### config.mk
export PLATFORM = sky130hd
export DESIGN_NAME = tvb_bearing_out
export DESIGN_NICKNAME = d
export VERILOG_FILES = /design/src/hdl/tvb_pkg.sv /design/src/hdl/tvb_bearing_out.sv
export SDC_FILE = /design/constraint.sdc
export NUM_CORES = 1
export LEC_CHECK = 0
export ABC_AREA = 1
export BUFFER_PORTS_ARGS = -buffer_cell sky130_fd_sc_hd__buf_2
export CAP_MARGIN = 40
export CORE_UTILIZATION = 25
export DETAILED_ROUTE_END_ITERATION = 10
export PLACE_DENSITY = 0.44
export SLEW_MARGIN = 0
export SYNTH_ARGS = -nofsm -noshare
export SYNTH_HDL_FRONTEND = slang
export SYNTH_SLANG_ARGS = --single-unit
### constraint.sdc
create_clock -name clk -period 3.68 [get_ports clk]
set_clock_uncertainty 0.2 [all_clocks]
set_input_delay 0.552 -clock clk [delete_from_list [all_inputs] [get_ports clk]]
set_output_delay 0.552 -clock clk [all_outputs]
set_load 0.005 [all_outputs]
### src/hdl/tvb_pkg.sv
// Shared types, sizes and constants for the touch vector bearing block.
// No dependencies; imported by every module of the block.
package tvb_pkg;

    localparam int COORD_BITS      = 16;
    localparam int ANGLE_FRAC_BITS = 6;
    localparam int CORDIC_STEPS    = 18;

    localparam int DIFF_W    = COORD_BITS + 1;
    localparam int PRE_SHIFT = 60 - COORD_BITS;
    localparam int XY_W      = 64;
    localparam int Z_W       = 33;
    localparam int ZC_W      = 31;
    localparam int STEP_W    = 5;
    localparam int PROD_W    = 62;
    localparam int ROUND_SH  = 54 - ANGLE_FRAC_BITS;
    localparam int A_W       = ANGLE_FRAC_BITS + 8;
    localparam int BEARING_W = 15;
    localparam int B_W       = (ANGLE_FRAC_BITS + 10 > BEARING_W) ?
                               ANGLE_FRAC_BITS + 10 : BEARING_W;

    localparam logic [ZC_W-1:0]   ZMAX         = 31'h6487ED50;
    localparam logic [29:0]       DEG_PER_RAD  = 30'd961263669;
    localparam logic [PROD_W-1:0] ROUND_HALF   = PROD_W'(1) << (ROUND_SH - 1);
    localparam logic [B_W-1:0]    UNITS_90     = B_W'(90)  << ANGLE_FRAC_BITS;
    localparam logic [B_W-1:0]    UNITS_180    = B_W'(180) << ANGLE_FRAC_BITS;
    localparam logic [B_W-1:0]    UNITS_270    = B_W'(270) << ANGLE_FRAC_BITS;
    localparam logic [B_W-1:0]    UNITS_360    = B_W'(360) << ANGLE_FRAC_BITS;
    localparam logic [B_W-1:0]    UNITS_450    = B_W'(450) << ANGLE_FRAC_BITS;

    // signs and zero flags of the difference vector
    typedef struct packed {
        logic dx_neg;
        logic dy_neg;
        logic dx_zero;
        logic dy_zero;
    } tvb_side_t;

    typedef struct packed {
        logic signed [XY_W-1:0] x;
        logic signed [XY_W-1:0] y;
        logic signed [Z_W-1:0]  z;
        tvb_side_t              side;
    } tvb_cordic_t;

    // atan(2^-i) in radians, Q2.30
    function automatic logic [31:0] atan_q30(input logic [STEP_W-1:0] i);
        logic [31:0] v;
        case (i)
            5'd0:    v = 32'h3243F6A8;
            5'd1:    v = 32'h1DAC6705;
            5'd2:    v = 32'h0FADBAFC;
            5'd3:    v = 32'h07F56EA6;
            5'd4:    v = 32'h03FEAB76;
            5'd5:    v = 32'h01FFD55B;
            5'd6:    v = 32'h00FFFAAA;
            5'd7:    v = 32'h007FFF55;
            5'd8:    v = 32'h003FFFEA;
            5'd9:    v = 32'h001FFFFD;
            5'd31:   v = 32'h00000000;
            default: v = 32'h40000000 >> i;
        endcase
        return v;
    endfunction

endpackage

### src/hdl/tvb_bearing_out.sv
// Angle scaling to 1/2^ANGLE_FRAC_BITS degree, quadrant mapping, the multiply
// register and the output register. Depends on tvb_pkg.
module tvb_bearing_out
    import tvb_pkg::*;
(
    input  logic                 clk,
    input  logic                 rst_n,
    input  logic                 en,
    input  logic                 valid_in,
    input  tvb_cordic_t          data_in,
    output logic                 valid_out,
    output logic [BEARING_W-1:0] bearing_out
);

    logic                 mul_valid_reg;
    logic [PROD_W-1:0]    prod_reg;
    logic [PROD_W-1:0]    prod_next;
    tvb_side_t            side_reg;
    logic [ZC_W-1:0]      zc;

    logic                 out_valid_reg;
    logic [BEARING_W-1:0] bearing_reg;
    logic [BEARING_W-1:0] bearing_next;

    logic [PROD_W-1:0]    rounded;
    logic [B_W-1:0]       a;
    logic [B_W-1:0]       rt;
    logic [B_W-1:0]       b;

    // clamp to [0, pi/2] then radians to degrees in Q.54
    always_comb
    begin
        if (data_in.z[Z_W-1])
            zc = '0;
        else if (data_in.z > $signed(Z_W'(ZMAX)))
            zc = ZMAX;
        else
            zc = data_in.z[ZC_W-1:0];
        prod_next = PROD_W'(zc) * PROD_W'(DEG_PER_RAD);
    end

    always_comb
    begin
        rounded = prod_reg + ROUND_HALF;
        a       = B_W'(rounded[ROUND_SH +: A_W]);
        if (!side_reg.dx_zero && !side_reg.dy_zero)
        begin
            if (!side_reg.dx_neg)
                rt = side_reg.dy_neg ? a : UNITS_360 - a;
            else
                rt = side_reg.dy_neg ? UNITS_180 - a : UNITS_180 + a;
        end
        else if (!side_reg.dx_zero)
            rt = side_reg.dx_neg ? UNITS_180 : '0;
        else
            rt = side_reg.dy_neg ? UNITS_90 : UNITS_270;   // equal points land here
        b = UNITS_450 - rt;
        if (b >= UNITS_360)
            b = b - UNITS_360;
        bearing_next = b[BEARING_W-1:0];
    end

    always_ff @(posedge clk or negedge rst_n)
    begin
        if (!rst_n)
        begin
            mul_valid_reg <= 1'b0;
            out_valid_reg <= 1'b0;
        end
        else if (en)
        begin
            mul_valid_reg <= valid_in;
            out_valid_reg <= mul_valid_reg;
        end
    end

    always_ff @(posedge clk)
    begin
        if (en)
        begin
            prod_reg    <= prod_next;
            side_reg    <= data_in.side;
            bearing_reg <= bearing_next;
        end
    end

    assign valid_out   = out_valid_reg;
    assign bearing_out = bearing_reg;

endmodule

Word-level counts from Yosys, hierarchy flattened
Index checks and enable logic that the tools add are counted.
W data, S select, Z words.
- register bits after elaboration: 82
- bits in latches: 0
- logic and storage cells: 30
- input bits: 169
- memory bits (writable): 0
- memory bits (read-only): 0
- output and inout bits: 16
- memories: 0
- equality and inequality tests: 0
- multiply operators: 1
- bitwise gates (word level): 0
- add/sub/neg operators: 6
- reductions and logical operators: 3
- muxes and demuxes: 10
- $lt $le $gt $ge: 2
- div/mod/pow operators: 0
- shift-type cells: 0
- operator list (cell ; count):
    $mux W16 ; 4
    $add A61 B48 Y62 const B ; 1
    $mux W31 ; 2
    $mul A31 B30 Y61 const B ; 1
    $mux W15 ; 3
    $gt A33 B32 Y1 const B ; 1
    $ge A16 B15 Y1 const B ; 1
    $sub A15 B14 Y16 const A ; 1
    $sub A15 B16 Y16 const A ; 1
    $add A14 B14 Y15 const A ; 1
    $sub A14 B14 Y15 const A ; 1
    $sub A15 B15 Y15 const B ; 1
    $mux W14 ; 1
    $logic_not A1 Y1 ; 2
    $logic_and A1 B1 Y1 ; 1

Logic depth before layout (Yosys ltp)
Gate-level depths: netlist of the first run.
- depth in word-level cells: 8
- gate-level depth with buffers: 39
- depth with buffers taken out: 38

Least setup slack after synthesis of the first run
Ideal clock, no wire load.
- path kind: input to register
- start: input data_in[8] (netlist bit)
- end: register prod_reg[59] (data pin)
- arrival: 8.480 ns
- buffers on the path: 1
- stages: 35
- path slack: -5.263 ns
- setup time: 0.264 ns
- required time: 3.216 ns
- cell sequence: o21ai_0 > nand2_1 > a21oi_1 > o21ai_0 > a221oi_1 > nor3_1 > nor2_1 > o21ai_0 > nand2_1 > inv_1 > clkbuf_1 > nor3_1 > fa_1 > inv_1 > fa_1 > fa_1 > fa_1 > inv_1 > fa_1 > fa_1 > fa_1 > inv_1 > fa_1 > inv_1 > ha_1 > a21oi_1 > nor2_1 > nor2_1 > nor3_1 > nor2_1 > o21ai_0 > a211oi_1 > o21ai_0 > a31oi_1 > xor2_1
- longest elaborated chain between the ends: 4
- RTL lines (element ; RTL line ; text):
    from (decl) ; tvb_bearing_out.sv:10 ; input tvb_cordic_t data_in,
    $gt A33 B32 Y1 ; tvb_bearing_out.sv:35 ; else if (data_in.z > $signed(Z_W'(ZMAX)))
    $mux W31 * ; tvb_bearing_out.sv:35 ;
    $mux W31 * ; tvb_bearing_out.sv:33 ; if (data_in.z[Z_W-1])
    $mul A31 B30 Y61 * ; tvb_bearing_out.sv:39 ; prod_next = PROD_W'(zc) * PROD_W'(DEG_PER_RAD);
    net prod_next[59] ; tvb_bearing_out.sv:17 ; logic [PROD_W-1:0] prod_next;
    to (signal assigned) ; tvb_bearing_out.sv:81 ; prod_reg <= prod_next;
    to (decl) ; tvb_bearing_out.sv:16 ; logic [PROD_W-1:0] prod_reg;
The timed path passes the listed nets; every way through them passes the cells marked *.
A chain may end at the register's enable or synchronous reset.

Worst setup path after layout of the first run
- start: input data_in[9] (netlist bit)
- end: register prod_reg[59] (data pin)
Same word-level chain as after synthesis.

==> results of run 1 <==
final cells by class:
cell class | instances | area (µm²)
fillers | 7699 | 48900
multi-input cells | 1428 | 16600
repair buffers | 516 | 3960
inverters | 681 | 2600
well taps | 969 | 1210
flip-flops and latches | 35 | 1040
clock buffers | 6 | 129
repair inverters | 1 | 11.3
clock inverters | 2 | 7.51
metrics by stage:
step / std cells / setup TNS (ps) / setup WS (ps)
global placement: 3562 / -71380 / -5150
finish: 3638 / -63230 / -4640
detailed placement: 3562 / -71650 / -5160
global route: 3638 / -68020 / -4960
floorplan: 2152 / -58620 / -4290
CTS: 3596 / -62850 / -4570
repair_timing:
action,CTS,global route
pin swaps,30,111
hold buffers,1,0
resized for setup,74,147
buffers inserted,25,40
endpoints found under the hold margin,2,0
endpoints found under the setup margin,20,21
gates cloned,0,2
worst max path at each step:
stage                     start                endpoint  slack [ps]  depth (start not counted)
floorplan            data_in[8]  prod_reg[58]$_DFFE_PP_       -4290                         34
global placement    data_in[23]  prod_reg[59]$_DFFE_PP_       -5150                         36
detailed placement   data_in[8]  prod_reg[59]$_DFFE_PP_       -5160                         37
CTS                  data_in[8]  prod_reg[51]$_DFFE_PP_       -4570                         37
global route         data_in[9]  prod_reg[59]$_DFFE_PP_       -4960                         39
finish               data_in[9]  prod_reg[59]$_DFFE_PP_       -4640                         39
per-layer routing:
| layer | routed length (µm) | up-vias |
|---|---|---|
| li1 | - | 7606 |
| met1 | 27200 | 7349 |
| met2 | 27800 | 173 |
| met3 | 1270 | 31 |
| met4 | 666 | 0 |
| met5 | 0 | - |
placed cells by master, fill, tap and decap left out, drive strengths merged, types with 2 or more instances in the layout:
cell     count
nor2       111
nand3b       3
nand3       81
edfxtp      33
o21a         5
o21ai       44
nand2      257
nor4         7
a21boi       2
xor2        19
a21oi       90
o2111ai      2
clkbuf       7
dfrtp        2
a21o         3
xnor2       11
nor3        21
a41oi        3
a31oi        9
a211oi       2
fa         344
buf        514
clkinv       3
o21bai       2
ha         392
nand4       13
inv        681
cells by family (layout without fill, tap and decap cells):
group | after synthesis | after routing | synth area share (%)
DFF | 35 | 35 | 5.53
xor gates and xnor gates | 30 | 30 | 1.44
buffers and inverters | 689 | 1206 | 13.8
adders and majority gates | 736 | 736 | 62.6
AOI/OAI and AO/OA | 168 | 168 | 4.92
and+or+nand+nor | 494 | 494 | 11.7
==> flow_metrics.env, run 1 <==
export IMPL_synth_top_area_cell="fa_1"
export IMPL_synth_most_common_cell="inv_1"
export IMPL_routabilityCongestion=0.887
export IMPL_wl_per_cell_um=15.6
export IMPL_syn_area_per_cell_um2=8.75
export IMPL_clock_sinks=35
export IMPL_cp_end_kind="register"
export IMPL_antenna_found_initial=0
export IMPL_hold_path_depth=1
export IMPL_arrival_ps=8150
export IMPL_yosysUniqueCellTypes=45
export IMPL_htreeDepth=2
export IMPL_final_util_pct=34.3
export IMPL_vias_per_cell=4.17
export IMPL_hold_end="side_reg[3]$_DFFE_PP_"
export IMPL_hold_slack_ps=246
export IMPL_rsz0062_at_grt="yes"
export IMPL_vias=15200
export IMPL_placed_area_um2=24000
export IMPL_synthesis_nets=3057
export IMPL_grtUsageMet1_pct=20.5
export IMPL_synth_warnings=0
export IMPL_initial_core_util_pct=25.3
export IMPL_synth_area_um2=18800
export IMPL_status="finished with violations"
export IMPL_min_path_type="in -> reg"
export IMPL_nets=3573
export IMPL_violations="negative setup slack"
export IMPL_drc=0
export IMPL_cpMostUsedCell="fa_2"
export IMPL_largest_reg_flops=15
export IMPL_drive_above_1_share_pct=31.4
export IMPL_rr_worst_depth=27
export IMPL_grt_max_degree=38
export IMPL_cts_made_buffers=5
export IMPL_grt_usage_pct=15.2
export IMPL_die_y_um=276
export IMPL_slew_headroom_pct=44.4
export IMPL_drt_iter0_markers=555
export IMPL_met2_usage_pct=27.0
export IMPL_slowest_delay_ps=630
export IMPL_insertion_delay_ps=280
export IMPL_numPortBuffers=56
export IMPL_r2r_slack_ps=90
export IMPL_worst_path_max_delay_cell="fa_2"
export IMPL_grt_pass1_vias=16800
export IMPL_reg2reg_to="bearing_out[10]$_DFFE_PP_"
export IMPL_syn_inst=2152
export IMPL_first_pass_iters=7
export IMPL_grt_pass1_wl_um=90500
export IMPL_synth_area_leaders="fa_1 37%, ha_1 26%, inv_1 13%"
export IMPL_ys_ff_latch=35
export IMPL_finalCriticalPeriod_ps=8320
export IMPL_critPathTopFamily="adder cells"
export IMPL_netlist_area_leader_share_pct=36.6
export IMPL_synthTopCellsByCount="672 x inv_1, 392 x ha_1, 344 x fa_1"
export IMPL_coreArea_um2=74400
export IMPL_fmax_ghz=0.120
export IMPL_die_x_um=276
export IMPL_cp_buffers_inverters=10
export IMPL_cp_max_fo=6
export IMPL_die_area_um2=76400
export IMPL_min_period_over_period_pct=226
export IMPL_wl_um=56900
export IMPL_r2r_start="prod_reg[48]$_DFFE_PP_"
export IMPL_ys_seq_area_share_pct=5.53
export IMPL_syn2layout_area_growth_pct=35.8
export IMPL_dp_hpwl_um=51700
export IMPL_path_class="in -> reg"
export IMPL_cp_start_kind="primary input"
export IMPL_finalSetupViolations=14
export IMPL_worst_slack_ps=-4640
export IMPL_grtUsageMet3_pct=0.989
export IMPL_worst_slew_pin_slew_ps=834
export IMPL_ant_nets=0
export IMPL_synth_ff_type="edfxtp_1"
export IMPL_design_area_um2=25600
export IMPL_cp_required_ps=3500
export IMPL_root_buffer="clkbuf_16"
export IMPL_rows=100
export IMPL_maxCapViolations=0
export IMPL_clk_pin_slew_ps=50
export IMPL_worstHoldStart="data_in[3]"
export IMPL_antenna_cells=0
export IMPL_drv_slew=0
export IMPL_io_pins=185
export IMPL_synthArstFlopShare_pct=5.71
export IMPL_clk_path_buf_depth=2
export IMPL_tritoncts="yes"
export IMPL_synth_edf_count=33
export IMPL_gr_total_overflow=0
export IMPL_finalHoldViolations=0
export IMPL_busiest_layer="met2"
Power of run 1 is left out: the tool's default activity adds up to more than one toggle a clock period on the data nets, which glitch-free logic cannot reach.
==> run 2: changes to the inputs <==
--- a/config.mk
+++ b/config.mk
@@ -11,4 +11,5 @@
 export CORE_UTILIZATION = 25
 export DETAILED_ROUTE_END_ITERATION = 10
+export GPL_ROUTABILITY_DRIVEN = 0
 export PLACE_DENSITY = 0.44
 export SLEW_MARGIN = 0
==> constraint.sdc (replaced) <==
create_clock -name clk -period 3.68 [get_ports clk]
set_clock_uncertainty 0.2 [all_clocks]
set_input_delay 0.368 -clock clk [delete_from_list [all_inputs] [get_ports clk]]
set_output_delay 0.368 -clock clk [all_outputs]
set_load 0.005 [all_outputs]
==> flow_metrics.env, run 2 (synthesis gave the netlist of run 1 again) <==
export IMPL_finalSetupViolations=14
export IMPL_status="finished with violations"
export IMPL_cp_max_fo=5
export IMPL_reg2reg_to="bearing_out[13]$_DFFE_PP_"
export IMPL_worst_slack_ps=-4290
export IMPL_die_x_um=276
export IMPL_arrival_ps=7800
export IMPL_vias_per_cell=4.18
export IMPL_die_area_um2=76400
export IMPL_grt_pass1_vias=17000
export IMPL_maxCapViolations=0
export IMPL_met1Wirelength_um=27100
export IMPL_initial_core_util_pct=25.3
export IMPL_placed_area_um2=23900
export IMPL_fin_setup_tns_ps=-58890
export IMPL_rsz0062_at_grt="yes"
export IMPL_finalHoldViolations=0
export IMPL_first_pass_iters=5
export IMPL_cp_start_kind="primary input"
export IMPL_path_depth=37
export IMPL_clk_path_buf_depth=2
export IMPL_htreeDepth=2
export IMPL_cp_required_ps=3510
export IMPL_rr_worst_depth=27
export IMPL_finalCriticalPeriod_ps=7970
export IMPL_r2r_start="prod_reg[47]$_DFFE_PP_"
export IMPL_critPathTopFamily="adder cells"
export IMPL_grt_usage_pct=15.1
export IMPL_vias=15200
export IMPL_slowest_delay_ps=620
export IMPL_dp_hpwl_um=50700
export IMPL_numPortBuffers=56
export IMPL_grt_max_degree=38
export IMPL_coreArea_um2=74400
export IMPL_cp_end_kind="register"
export IMPL_rows=100
export IMPL_min_path_type="in -> reg"
export IMPL_drv_slew=0
export IMPL_final_util_pct=34.5
export IMPL_cts_made_buffers=5
export IMPL_worst_path_max_delay_cell="fa_2"
export IMPL_slew_headroom_pct=67.8
export IMPL_wl_per_cell_um=15.4
export IMPL_grt_pass1_wl_um=90500
export IMPL_final_common_cell="inv_1"
export IMPL_worstHoldStart="data_in[3]"
export IMPL_antenna_found_initial=0
export IMPL_tritoncts="yes"
export IMPL_antenna_cells=0
export IMPL_clock_sinks=35
export IMPL_drt_iter0_markers=536
export IMPL_hold_path_depth=1
export IMPL_violations="negative setup slack"
export IMPL_root_buffer="clkbuf_16"
export IMPL_insertion_delay_ps=290
export IMPL_design_area_um2=25700
export IMPL_die_y_um=276
export IMPL_hold_end="side_reg[3]$_DFFE_PP_"
export IMPL_fmax_ghz=0.125
export IMPL_path_class="in -> reg"
export IMPL_min_period_over_period_pct=217
export IMPL_io_pins=185
export IMPL_clk_pin_slew_ps=60
export IMPL_nets=3569
export IMPL_r2r_slack_ps=180
export IMPL_drc=0
export IMPL_wl_met2_um=26700
export IMPL_hold_slack_ps=51.6
export IMPL_highest_layer="met4"
export IMPL_drive_above_1_share_pct=32.9
export IMPL_syn2layout_area_growth_pct=36.6
export IMPL_wl_um=56100
export IMPL_met3_length_um=933
export IMPL_mostFrequentLayoutCells="610 x inv_1, 422 x buf_4, 344 x ha_1, 309 x fa_1, 191 x nand2_1"
export IMPL_gr_total_overflow=0
export IMPL_worst_slew_pin_slew_ps=471
export IMPL_ant_nets=0
export IMPL_cp_buffers_inverters=8
export IMPL_largest_reg_flops=15
==> run 2: worst max-delay path by stage <==
stage / start / end
final: data_in[8] / prod_reg[59]$_DFFE_PP_
after global routing: data_in[22] / prod_reg[56]$_DFFE_PP_
after CTS: data_in[8] / prod_reg[53]$_DFFE_PP_
after detailed placement: data_in[8] / prod_reg[59]$_DFFE_PP_
after global placement: data_in[8] / prod_reg[57]$_DFFE_PP_
after floorplan: data_in[8] / prod_reg[58]$_DFFE_PP_
==> run 2: worst reg2reg max path, cell delays in order (launching register included) <==
cell	delay, ps
edfxtp_1	430
ha_2	240
nand2_2	70
inv_2	50
nor2_4	90
inv_2	60
ha_4	200
or2_0	200
nand3_2	110
ha_4	140
inv_1	50
nor2_2	140
nand2_2	80
nor2_2	110
nand3_1	90
nand2_1	90
nand2_1	60
inv_2	90
nand2_1	70
nand2_2	80
nand2_2	70
ha_4	160
nor2_2	120
nand2_1	60
nand2_1	50
nand2_1	50
nand2_1	60
nand2_1	40
==> run 2: final cells by class <==
type	instances	area, µm²
fillers	7656	48700
multi-input cells	1428	16700
repair buffers	512	3970
inverters	681	2590
well taps	969	1210
flip-flops and latches	35	1040
clock buffers	5	125
clock inverters	3	15.0
repair inverters	1	11.3
==> run 2: what timing repair did <==
| action | 4_1_cts | 5_1_grt |
|---|---|---|
| setup buffers | 44 | 26 |
| pin swaps | 96 | 90 |
| hold buffers | 1 | 0 |
| gates resized for setup | 171 | 98 |
| setup endpoints to repair | 19 | 20 |
| gates cloned | 2 | 0 |
| hold endpoints to repair | 2 | 0 |
==> run 2: metrics by stage <==
step           setup WS [ps]  std cells
6_report               -4290       3634
5_1_grt                -4590       3634
4_1_cts                -4360       3609
3_5_place_dp           -4920       3556
3_3_place_gp           -4910       3555
2_1_floorplan          -4100       2152
==> run 2: metal layers <==
layer / track usage [%] / vias up
li1: - / 7594
met4: 3.28 / 0
met2: 26.2 / 151
met3: 0.794 / 47
met5: 0 / -
met1: 20.5 / 7407
Power of run 2 is left out for the same reason.
==> run 3: changes to the inputs <==
- BUFFER_PORTS_ARGS: -buffer_cell sky130_fd_sc_hd__buf_2 -> -buffer_cell sky130_fd_sc_hd__buf_4
==> flow_metrics.env, run 3 (synthesis gave the netlist of run 1 again) <==
export IMPL_io_pins=185
export IMPL_wl_per_cell_um=15.3
export IMPL_grt_usage_pct=15.2
export IMPL_slew_headroom_pct=64.2
export IMPL_reg2reg_to="bearing_out[9]$_DFFE_PP_"
export IMPL_cp_max_fo=6
export IMPL_vias=15200
export IMPL_syn2layout_area_growth_pct=36.1
export IMPL_ant_nets=0
export IMPL_tritoncts="yes"
export IMPL_clock_sinks=35
export IMPL_min_period_over_period_pct=217
export IMPL_arrival_ps=7790
export IMPL_finalSetupViolations=14
export IMPL_r2r_start="prod_reg[47]$_DFFE_PP_"
export IMPL_drive_above_1_share_pct=31.5
export IMPL_finalCriticalPeriod_ps=7970
export IMPL_coreArea_um2=74400
export IMPL_die_x_um=276
export IMPL_cp_required_ps=3500
export IMPL_nets=3579
export IMPL_rsz0062_at_grt="yes"
export IMPL_antenna_found_initial=0
export IMPL_crit_end="prod_reg[59]$_DFFE_PP_"
export IMPL_final_util_pct=34.4
export IMPL_highest_layer="met4"
export IMPL_fin_setup_tns_ps=-58270
export IMPL_cts_made_buffers=5
export IMPL_dp_hpwl_um=51000
export IMPL_clk_path_buf_depth=2
export IMPL_worst_slack_ps=-4290
export IMPL_die_y_um=276
export IMPL_drt_iter0_markers=590
export IMPL_rr_worst_depth=27
export IMPL_min_path_type="in -> reg"
export IMPL_antenna_cells=0
export IMPL_met1Wirelength_um=26900
export IMPL_crit_start="data_in[26]"
export IMPL_worst_slew_pin_slew_ps=524
export IMPL_mostFrequentLayoutCells="619 x inv_1, 500 x buf_4, 350 x ha_1, 312 x fa_1, 197 x nand2_1"
export IMPL_cp_start_kind="primary input"
export IMPL_drv_slew=0
export IMPL_path_class="in -> reg"
export IMPL_rows=100
export IMPL_largest_reg_flops=15
export IMPL_first_pass_iters=5
export IMPL_status="finished with violations"
export IMPL_initial_core_util_pct=25.3
export IMPL_finalHoldViolations=0
export IMPL_clk_pin_slew_ps=50
export IMPL_met3_length_um=1200
export IMPL_vias_per_cell=4.18
export IMPL_violations="negative setup slack"
export IMPL_r2r_slack_ps=170
export IMPL_wl_met2_um=27100
export IMPL_maxCapViolations=0
export IMPL_gr_total_overflow=0
export IMPL_drc=0
export IMPL_fmax_ghz=0.125
export IMPL_hold_slack_ps=62.7
export IMPL_slowest_delay_ps=620
export IMPL_grt_pass1_vias=17000
export IMPL_wl_um=55800
export IMPL_htreeDepth=2
export IMPL_grt_pass1_wl_um=91700
export IMPL_design_area_um2=25600
export IMPL_root_buffer="clkbuf_16"
export IMPL_die_area_um2=76400
export IMPL_cp_end_kind="register"
export IMPL_insertion_delay_ps=280
export IMPL_placed_area_um2=24200
export IMPL_fillers=7639
export IMPL_final_common_cell="inv_1"
export IMPL_numPortBuffers=56
export IMPL_worst_path_max_delay_cell="fa_2"
export IMPL_grt_max_degree=38
==> run 3: changes by cell type in the layout (fill, tap and decap cells not counted), sizes merged <==
cell	before	now
clkinvlp	2	1
buf	511	521
==> run 3: timing repair <==
item                                   CTS  global route
gates resized for setup                110            85
endpoints found under the hold margin    2             0
setup endpoints to repair               19            21
pin swaps                               82            52
hold buffers                             1             0
gates cloned                             1             0
buffers inserted                        39            27
==> run 3: cell type report <==
class,instances,area (µm²),share of cell area [%]
multi-input cells,1428,16500,64.6
clock buffers,5,125,0.488
well taps,969,1210,4.73
clock inverters,2,8.76,0.0342
inverters,681,2600,10.1
repair inverters,1,6.26,0.0244
repair buffers,522,4090,16.0
flip-flops and latches,35,1040,4.06
==> run 3: critical path: cells and delay by family <==
family	cells	cell delay (ps)
xor gates and xnor gates	1	90
AOI/OAI and AO/OA	10	1330
and+or+nand+nor	8	880
adders and majority gates	9	4240
buffers and inverters	8	870
==> run 3: worst min-delay path by stage <==
stage,from,endpoint,slack [ps],depth (start not counted)
final,data_in[3],side_reg[3]$_DFFE_PP_,60,1
after global routing,data_in[3],side_reg[3]$_DFFE_PP_,50,1
after CTS,data_in[3],side_reg[3]$_DFFE_PP_,50,1
after detailed placement,rst_n,valid_out$_DFFE_PN0P_,-50,1
after global placement,rst_n,valid_out$_DFFE_PN0P_,-50,1
after floorplan,rst_n,mul_valid_reg$_DFFE_PN0P_,-130,0
==> run 3: stage by stage <==
stage / setup WS, ps / cells
CTS: -4280 / 3616
finish: -4290 / 3643
global placement: -4970 / 3568
floorplan: -4100 / 2152
global route: -4700 / 3643
detailed placement: -5010 / 3568
==> run 3: layer usage <==
metal  global-route usage [%]  vias to the layer above
li1                         -                     7625
met1                     20.8                     7401
met2                     27.0                      171
met3                    0.989                       27
met4                     1.60                        0
met5                        0                        -
Power of run 3 is left out for the same reason.
